`src/sv/sha_pkg.sv`:
```
// SHA-256 engine package: state machine type, initial hash values, round constants
// and the round and schedule mixing functions. No dependencies.
`default_nettype none
package sha_pkg;

    typedef enum logic [2:0] {
        ST_TAKE,
        ST_PAD,
        ST_ROUND,
        ST_ADD,
        ST_SEND
    } t_state;

    localparam logic [7:0]  PAD_BYTE      = 8'h80;
    localparam logic [3:0]  LEN_HI_SLOT   = 4'd14;
    localparam logic [3:0]  LEN_LO_SLOT   = 4'd15;
    localparam logic [2:0]  FULL_WORD     = 3'd4;
    localparam logic [5:0]  LAST_ROUND    = 6'd63;
    localparam logic [2:0]  LAST_DIGEST   = 3'd7;

    function automatic logic [31:0] init_hash(input logic [2:0] idx);
        logic [31:0] v;
        case (idx)
            3'd0: v = 32'h6a09e667;
            3'd1: v = 32'hbb67ae85;
            3'd2: v = 32'h3c6ef372;
            3'd3: v = 32'ha54ff53a;
            3'd4: v = 32'h510e527f;
            3'd5: v = 32'h9b05688c;
            3'd6: v = 32'h1f83d9ab;
            default: v = 32'h5be0cd19;
        endcase
        return v;
    endfunction

    function automatic logic [31:0] round_k(input logic [5:0] idx);
        logic [31:0] v;
        case (idx)
            6'd0:  v = 32'h428a2f98;  6'd1:  v = 32'h71374491;
            6'd2:  v = 32'hb5c0fbcf;  6'd3:  v = 32'he9b5dba5;
            6'd4:  v = 32'h3956c25b;  6'd5:  v = 32'h59f111f1;
            6'd6:  v = 32'h923f82a4;  6'd7:  v = 32'hab1c5ed5;
            6'd8:  v = 32'hd807aa98;  6'd9:  v = 32'h12835b01;
            6'd10: v = 32'h243185be;  6'd11: v = 32'h550c7dc3;
            6'd12: v = 32'h72be5d74;  6'd13: v = 32'h80deb1fe;
            6'd14: v = 32'h9bdc06a7;  6'd15: v = 32'hc19bf174;
            6'd16: v = 32'he49b69c1;  6'd17: v = 32'hefbe4786;
            6'd18: v = 32'h0fc19dc6;  6'd19: v = 32'h240ca1cc;
            6'd20: v = 32'h2de92c6f;  6'd21: v = 32'h4a7484aa;
            6'd22: v = 32'h5cb0a9dc;  6'd23: v = 32'h76f988da;
            6'd24: v = 32'h983e5152;  6'd25: v = 32'ha831c66d;
            6'd26: v = 32'hb00327c8;  6'd27: v = 32'hbf597fc7;
            6'd28: v = 32'hc6e00bf3;  6'd29: v = 32'hd5a79147;
            6'd30: v = 32'h06ca6351;  6'd31: v = 32'h14292967;
            6'd32: v = 32'h27b70a85;  6'd33: v = 32'h2e1b2138;
            6'd34: v = 32'h4d2c6dfc;  6'd35: v = 32'h53380d13;
            6'd36: v = 32'h650a7354;  6'd37: v = 32'h766a0abb;
            6'd38: v = 32'h81c2c92e;  6'd39: v = 32'h92722c85;
            6'd40: v = 32'ha2bfe8a1;  6'd41: v = 32'ha81a664b;
            6'd42: v = 32'hc24b8b70;  6'd43: v = 32'hc76c51a3;
            6'd44: v = 32'hd192e819;  6'd45: v = 32'hd6990624;
            6'd46: v = 32'hf40e3585;  6'd47: v = 32'h106aa070;
            6'd48: v = 32'h19a4c116;  6'd49: v = 32'h1e376c08;
            6'd50: v = 32'h2748774c;  6'd51: v = 32'h34b0bcb5;
            6'd52: v = 32'h391c0cb3;  6'd53: v = 32'h4ed8aa4a;
            6'd54: v = 32'h5b9cca4f;  6'd55: v = 32'h682e6ff3;
            6'd56: v = 32'h748f82ee;  6'd57: v = 32'h78a5636f;
            6'd58: v = 32'h84c87814;  6'd59: v = 32'h8cc70208;
            6'd60: v = 32'h90befffa;  6'd61: v = 32'ha4506ceb;
            6'd62: v = 32'hbef9a3f7;  default: v = 32'hc67178f2;
        endcase
        return v;
    endfunction

    function automatic logic [31:0] big_sigma0(input logic [31:0] x);
        return {x[1:0], x[31:2]} ^ {x[12:0], x[31:13]} ^ {x[21:0], x[31:22]};
    endfunction

    function automatic logic [31:0] big_sigma1(input logic [31:0] x);
        return {x[5:0], x[31:6]} ^ {x[10:0], x[31:11]} ^ {x[24:0], x[31:25]};
    endfunction

    function automatic logic [31:0] small_sigma0(input logic [31:0] x);
        return {x[6:0], x[31:7]} ^ {x[17:0], x[31:18]} ^ {3'b000, x[31:3]};
    endfunction

    function automatic logic [31:0] small_sigma1(input logic [31:0] x);
        return {x[16:0], x[31:17]} ^ {x[18:0], x[31:19]} ^ {10'b0, x[31:10]};
    endfunction

endpackage
`default_nettype wire

```
`src/sv/sha256_hash_engine_core.sv`:
```
// SHA-256 hash engine top level: word gathering, padding sequencer, one-round-per-cycle
// compression unit and digest output. Depends on sha_pkg.
// Message words are taken one per cycle while the sequencer gathers input; a full
// 16-word block then runs the compression rounds and one chain add.
// The final word starts padding at one word per cycle up to the block end, one or two
// compressions, and eight digest words. Synchronous active-low reset restores the
// initial hash values and clears the fill count, bit length and sequencer.
`default_nettype none
module sha256_hash_engine_core (
    input  wire logic        i_clk,
    input  wire logic        i_rst_n,
    input  wire logic        i_valid,
    output logic             o_stall,
    input  wire logic [31:0] i_msg_word,
    input  wire logic [2:0]  i_byte_count,
    input  wire logic        i_last_word,
    output logic             o_valid,
    input  wire logic        i_stall,
    output logic [31:0]      o_digest_word,
    output logic             o_digest_last
);
    import sha_pkg::*;

    // Sequencer state.
    t_state r_state, n_state;

    // Chain value, working variables a..h and the 16-word schedule window. The window
    // is a shift line: words enter at the top while gathering, and during compression
    // each round consumes the bottom word and appends the next schedule word.
    logic [31:0] r_chain [0:7];
    logic [31:0] n_chain [0:7];
    logic [31:0] r_work  [0:7];
    logic [31:0] n_work  [0:7];
    logic [31:0] r_sched [0:15];
    logic [31:0] n_sched [0:15];

    logic [3:0]  r_fill,  n_fill;
    logic [63:0] r_bit_len, n_bit_len;
    logic [5:0]  r_round, n_round;
    logic [2:0]  r_out_idx, n_out_idx;

    // Padding bookkeeping. The final word is held and written during padding: a full
    // final word goes in whole first, then the word with the 0x80 byte.
    logic [31:0] r_hold,  n_hold;
    logic [31:0] r_pad,   n_pad;
    logic        r_raw_pend, n_raw_pend;
    logic        r_pad_pend, n_pad_pend;
    logic        r_final, n_final;
    logic        r_len_started, n_len_started;
    logic        r_done, n_done;

    // Shared datapath signals.
    logic        push;
    logic [31:0] push_word;
    logic [2:0]  cnt_sat;
    logic [31:0] keep_mask;
    logic [31:0] pad_mark;
    logic [31:0] t1;
    logic [31:0] t2;
    logic [31:0] choose;
    logic [31:0] major;
    logic [31:0] next_sched;

    always_ff @(posedge i_clk) begin
        if (!i_rst_n) begin
            r_state <= ST_TAKE;
        end else begin
            r_state <= n_state;
        end
    end

    always_ff @(posedge i_clk) begin
        if (!i_rst_n) begin
            for (int i = 0; i < 8; i++) begin
                r_chain[i] <= init_hash(3'(i));
            end
            r_fill        <= '0;
            r_bit_len     <= '0;
            r_round       <= '0;
            r_out_idx     <= '0;
            r_raw_pend    <= 1'b0;
            r_pad_pend    <= 1'b0;
            r_final       <= 1'b0;
            r_len_started <= 1'b0;
            r_done        <= 1'b0;
        end else begin
            r_chain       <= n_chain;
            r_fill        <= n_fill;
            r_bit_len     <= n_bit_len;
            r_round       <= n_round;
            r_out_idx     <= n_out_idx;
            r_raw_pend    <= n_raw_pend;
            r_pad_pend    <= n_pad_pend;
            r_final       <= n_final;
            r_len_started <= n_len_started;
            r_done        <= n_done;
        end
    end

    // Payload registers carry no reset.
    always_ff @(posedge i_clk) begin
        r_work  <= n_work;
        r_sched <= n_sched;
        r_hold  <= n_hold;
        r_pad   <= n_pad;
    end

    // Byte counts above four mean a full word.
    assign cnt_sat = (i_byte_count > FULL_WORD) ? FULL_WORD : i_byte_count;

    always_comb begin
        case (cnt_sat)
            3'd0: begin
                keep_mask = 32'h0000_0000;
                pad_mark  = {PAD_BYTE, 24'h0};
            end
            3'd1: begin
                keep_mask = 32'hff00_0000;
                pad_mark  = {8'h00, PAD_BYTE, 16'h0};
            end
            3'd2: begin
                keep_mask = 32'hffff_0000;
                pad_mark  = {16'h0, PAD_BYTE, 8'h00};
            end
            3'd3: begin
                keep_mask = 32'hffff_ff00;
                pad_mark  = {24'h0, PAD_BYTE};
            end
            default: begin
                keep_mask = 32'hffff_ffff;
                pad_mark  = {PAD_BYTE, 24'h0};
            end
        endcase
    end

    // One compression round on the working variables, and the schedule word that
    // enters the window sixteen rounds ahead of its use.
    assign choose = (r_work[4] & r_work[5]) ^ (~r_work[4] & r_work[6]);
    assign major  = (r_work[0] & r_work[1]) ^ (r_work[0] & r_work[2]) ^ (r_work[1] & r_work[2]);
    assign t1     = r_work[7] + big_sigma1(r_work[4]) + choose + round_k(r_round) + r_sched[0];
    assign t2     = big_sigma0(r_work[0]) + major;
    assign next_sched = r_sched[0] + small_sigma0(r_sched[1]) + r_sched[9]
                      + small_sigma1(r_sched[14]);

    always_comb begin
        n_state       = r_state;
        n_chain       = r_chain;
        n_work        = r_work;
        n_sched       = r_sched;
        n_fill        = r_fill;
        n_bit_len     = r_bit_len;
        n_round       = r_round;
        n_out_idx     = r_out_idx;
        n_hold        = r_hold;
        n_pad         = r_pad;
        n_raw_pend    = r_raw_pend;
        n_pad_pend    = r_pad_pend;
        n_final       = r_final;
        n_len_started = r_len_started;
        n_done        = r_done;
        push          = 1'b0;
        push_word     = '0;
        o_stall       = 1'b1;
        o_valid       = 1'b0;
        o_digest_word = r_chain[r_out_idx];
        o_digest_last = (r_out_idx == LAST_DIGEST);

        case (r_state)
            ST_TAKE: begin
                o_stall = 1'b0;
                if (i_valid) begin
                    if (!i_last_word) begin
                        push      = 1'b1;
                        push_word = i_msg_word;
                        n_bit_len = r_bit_len + 64'd32;
                    end else begin
                        n_bit_len     = r_bit_len + {58'd0, cnt_sat, 3'b000};
                        n_hold        = i_msg_word;
                        n_raw_pend    = (cnt_sat == FULL_WORD);
                        n_pad         = (cnt_sat == FULL_WORD) ? {PAD_BYTE, 24'h0}
                                                               : ((i_msg_word & keep_mask) | pad_mark);
                        n_pad_pend    = 1'b1;
                        n_final       = 1'b1;
                        n_len_started = 1'b0;
                        n_state       = ST_PAD;
                    end
                end
            end
            ST_PAD: begin
                // One padding word per cycle, paused while a filled block is compressed: held
                // word, pad word, zero fill, then the 64-bit length in the last two slots of the closing block.
                push = 1'b1;
                if (r_raw_pend) begin
                    push_word  = r_hold;
                    n_raw_pend = 1'b0;
                end else if (r_pad_pend) begin
                    push_word  = r_pad;
                    n_pad_pend = 1'b0;
                end else if (r_fill == LEN_HI_SLOT) begin
                    push_word     = r_bit_len[63:32];
                    n_len_started = 1'b1;
                end else if (r_fill == LEN_LO_SLOT && r_len_started) begin
                    push_word = r_bit_len[31:0];
                end else begin
                    push_word = '0;
                end
            end
            ST_ROUND: begin
                n_work[7] = r_work[6];
                n_work[6] = r_work[5];
                n_work[5] = r_work[4];
                n_work[4] = r_work[3] + t1;
                n_work[3] = r_work[2];
                n_work[2] = r_work[1];
                n_work[1] = r_work[0];
                n_work[0] = t1 + t2;
                for (int i = 0; i < 15; i++) begin
                    n_sched[i] = r_sched[i + 1];
                end
                n_sched[15] = next_sched;
                n_round     = r_round + 6'd1;
                if (r_round == LAST_ROUND) begin
                    n_state = ST_ADD;
                end
            end
            ST_ADD: begin
                for (int i = 0; i < 8; i++) begin
                    n_chain[i] = r_chain[i] + r_work[i];
                end
                if (r_done) begin
                    n_out_idx = '0;
                    n_state   = ST_SEND;
                end else if (r_final) begin
                    n_state = ST_PAD;
                end else begin
                    n_state = ST_TAKE;
                end
            end
            ST_SEND: begin
                o_valid = 1'b1;
                if (!i_stall) begin
                    if (r_out_idx == LAST_DIGEST) begin
                        // Restart from the initial hash values for the next message.
                        for (int i = 0; i < 8; i++) begin
                            n_chain[i] = init_hash(3'(i));
                        end
                        n_fill        = '0;
                        n_bit_len     = '0;
                        n_final       = 1'b0;
                        n_done        = 1'b0;
                        n_len_started = 1'b0;
                        n_state       = ST_TAKE;
                    end else begin
                        n_out_idx = r_out_idx + 3'd1;
                    end
                end
            end
            default: begin
                n_state = ST_TAKE;
            end
        endcase

        // Word insertion into the window; a full block starts the compression.
        if (push) begin
            for (int i = 0; i < 15; i++) begin
                n_sched[i] = r_sched[i + 1];
            end
            n_sched[15] = push_word;
            n_fill      = r_fill + 4'd1;
            if (r_fill == LEN_LO_SLOT) begin
                n_work  = r_chain;
                n_round = '0;
                n_done  = r_final && r_len_started && !r_raw_pend && !r_pad_pend;
                n_state = ST_ROUND;
            end
        end
    end

endmodule
`default_nettype wire

```
`config.mk`:
```
export PLATFORM = sky130hd
export DESIGN_NAME = sha256_hash_engine_core
export DESIGN_NICKNAME = d
export VERILOG_FILES = /design/src/sv/sha_pkg.sv /design/src/sv/sha256_hash_engine_core.sv
export SDC_FILE = /design/constraint.sdc
export NUM_CORES = 2
export LEC_CHECK = 0
export BUFFER_PORTS_ARGS = -buffer_cell sky130_fd_sc_hd__buf_2
export CAP_MARGIN = 25
export CORE_MARGIN = 1.5
export CORE_UTILIZATION = 40
export CTS_CLUSTER_SIZE = 28
export DETAILED_ROUTE_END_ITERATION = 12
export HOLD_SLACK_MARGIN = 0.02
export PLACE_DENSITY = 0.57
export SYNTH_ARGS = -nofsm -noshare
export SYNTH_HDL_FRONTEND = slang
export SYNTH_SLANG_ARGS = --single-unit
```
`constraint.sdc`:
```
create_clock -name i_clk -period 18.75 [get_ports i_clk]
set_clock_uncertainty 0.05 [all_clocks]
set_input_delay 0.9375 -clock i_clk [delete_from_list [all_inputs] [get_ports i_clk]]
set_output_delay 0.9375 -clock i_clk [all_outputs]
set_load 0.05 [all_outputs]
```
==> metrics.md <==
| Metric | Value |
|---|---|
| Setup Buffers After CTS | `0` |
| Initial antenna violation count | `9` |
| Fin crit period | `approximately 8.8 ns` |
| CP startpoint kind | `flop` |
| DRC viols | `0` |
| Worst path max stage delay | `about 0.78 ns` |
| Worst Tran Pin Value | `roughly 1.1 ns` |
| Mapped Area | `roughly 70,000 um^2` |
| Pin count of the biggest net entering global routing | `between 150 and 200` |
| Final core occ | `~44%` |
| Setup crit start | `r_work[109]` |
| Setup violations, final | `0` |
| GRT Overall Usage | `26.94%` |
| RR Startpoint | `r_work[109]` |
| Worst min-delay path class | `in -> reg` |
| WL per Instance | `about 25 um` |
| Top_reg_cell synth | `dfxtp_1` |
| GRT overflow | `0` |
| Commonest non-fill, non-tap cell in the layout | `nand2_1` |
| Final Cycle Share | `between 40% and 50%` |
| Io pins | `75` |
| Root buf cell | `clkbuf_16` |
| Num Clock Sinks | `1,202` |
| CP endpoint kind | `flop` |
| Max-cap viol count | `0` |
| Vias | `between 50k and 60k` |
| DRT Pass-1 Iters | `8` |
| Worst-Skew Late Latency | `0.83 ns` |
| Met3 Usage GRT | `between 4 and 5%` |
| Worst Path Required | `19.37 ns` |
| Commonest cells after routing, fill and taps aside | `nand2_1, nor2_1, dfxtp_1` |
| FFs w/ async S/R, synth | `0%` |
| Synth Warn # | `0` |
| Syn Area/Cell | `approximately 9.5 um^2` |
| Via/cell ratio | `slightly below 6` |
| Drt total wl | `between 200,000 and 250,000 um` |
| Clock transition at path regs | `around 0.060 ns` |
| Initial Util | `40.31%` |
| HPWL Detailed | `around 180,000 um` |
| Max Freq | `0.1142 GHz` |
| Fill cells | `approximately 17k` |
| Horiz. Die Dim | `between 400 and 500 um` |
| Slew margin rel. | `between 20% and 30%` |
| Htree depth | `4` |
| Count of hold-fix buffers inserted at cts | `0` |
| Worst Path Max Fanout | `7` |
| Vias in the first global route | `between 50k and 60k` |
| Cell Rows | `about 160` |
| GRT busiest layer | `met2` |
| CP Class | `reg -> reg` |
| CP dominant cell by count | `o21ai_0` |
| Slew Limit Fails | `0` |
| Core area | `178,800 um^2` |
| Post-Syn Instances | `roughly 7.6k` |
| Buffers on Ports | `74` |
| 1st-iter DRT viols | `around 5.5k` |
| Antenna Nets Post-Route | `0` |
| Number of buffers created by CTS | `140` |
| Synth-to-Final Area Change | `10.01%` |
| CTS tree | `built` |
| RSZ-0062 raised after global routing | `no` |
| Final TNS setup | `0 ns` |
| Post-CTS sizing | `0` |
| Sequential cell area fraction in the yosys report | `between 40% and 50%` |
| Register bit total from synthesis | `~1.2k` |
| GR met2 Demand/Resource | `42.25%` |
| Nets | `8,111` |
| Die footprint | `between 150,000 and 200,000 um^2` |
| Arr. time, crit path | `9.38 ns` |
| Maximum clock path buffer count | `3` |
| CP max stage cell | `a2111oi_1` |
| Number of synthesized flops with an enable pin | `576` |
| Status | `finished clean` |
| Final hold vios | `0` |
| Die Ht | `~430 um` |
| First-pass GRT wire length | `between 300,000 and 400,000 um` |
| Netlist cell types | `~100` |
| Hold Path Origin | `i_msg_word[24]` |
| Layout cells sized above 1 | `7.139%` |
| Met1 usage | `37.59%` |
| Routability cong. | `slightly below 1` |
layout make-up:
cell class / instances / area [um^2] / share of cell area, %
diodes: 4 / 10.01 / 0.01262
well taps: 2355 / 2947 / 3.716
multi-input cells: 5539 / 39140 / 49.37
clock buffers: 193 / 3847 / 4.853
clock inverters: 64 / 798.3 / 1.007
repair buffers: 147 / 1025 / 1.292
inverters: 447 / 1678 / 2.116
flip-flops and latches: 1202 / 29840 / 37.63
cell usage after synthesis (all sizes together), types with 52 or more instances:
cell | number | area share, %
a21oi | 529 | 3.7
o21a | 61 | 0.64
nor2 | 649 | 3.4
a21boi | 56 | 0.58
buf | 64 | 0.40
a22oi | 62 | 0.65
edfxtp | 576 | 24
and2 | 52 | 0.45
xor2 | 224 | 2.7
xnor2 | 371 | 4.5
o21ai | 414 | 2.9
inv | 447 | 2.3
a21o | 191 | 2.0
dfxtp | 626 | 17
ha | 398 | 6.9
fa | 196 | 5.4
clkbuf | 336 | 1.7
mux4 | 64 | 2.0
a31oi | 242 | 2.1
nand2 | 871 | 4.6
and3 | 64 | 0.56
nand2b | 63 | 0.55
o22ai | 68 | 0.59
nor2b | 73 | 0.63
nand3 | 153 | 1.1
nor3 | 102 | 0.72
registers in the layout, summed over array words and instances (netlist names), named ones only:
signal / count
r_bit_len: 61
r_fill: 4
r_chain: 256
r_hold: 32
r_raw_pend: 1
r_final: 1
r_pad: 32
r_work: 256
r_sched: 512
r_round: 6
r_done: 1
r_pad_pend: 1
r_state: 3
r_len_started: 1
r_out_idx: 3
critical path, delay by kind of cell (launching register included):
kind	cells	cell delay, ns
compound gates	17	4.35
xor+xnor	3	0.49
fa+ha+maj	6	2.68
buf+inv	3	0.16
flops	1	0.58
mux	1	0.16
simple gates	2	0.15
logic make-up (layout without fill, tap and decap cells):
logic type | Yosys count | after routing | synth area share (%)
fa+ha+maj | 620 | 620 | 12.71
compound gates | 1991 | 1991 | 17.54
other cells | 1 | 11 | 0.005203
buf+inv | 847 | 851 | 4.477
simple gates | 2181 | 2181 | 13.41
xor+xnor | 596 | 596 | 7.282
mux | 144 | 144 | 3.187
flops | 1202 | 1202 | 41.39
metrics by stage:
stage	setup WS, ns	cell area (um^2)	hold slack [ns]	cells
after global routing	9.483	79280	0.2405	9948
after global placement	10.15	74570	0.3506	9687
after CTS	10.05	79250	0.2085	9946
after floorplan	5.121	72100	0.3503	7588
final	9.990	79290	0.2758	9951
after detailed placement	10.06	74600	0.3545	9689
path summary, 6_finish.rpt:
check / cells past startpoint / to / slack [ns]
setup / recovery: 32 / r_work[255] / 9.99
setup reg to reg: 32 / r_work[255] / 9.99
hold reg to reg: 0 / r_sched[201] / 0.35
hold / removal: 1 / r_hold[24] / 0.28
metal layers:
metal,vias to the layer above,part of all wire (%)
li1,26730,-
met1,28330,45
met2,2156,45
met3,415,6.8
met4,12,3.6
met5,-,0.037
Power is not shown: default switching activity piles up to over one toggle a cycle in this logic, so the estimate is an artifact.
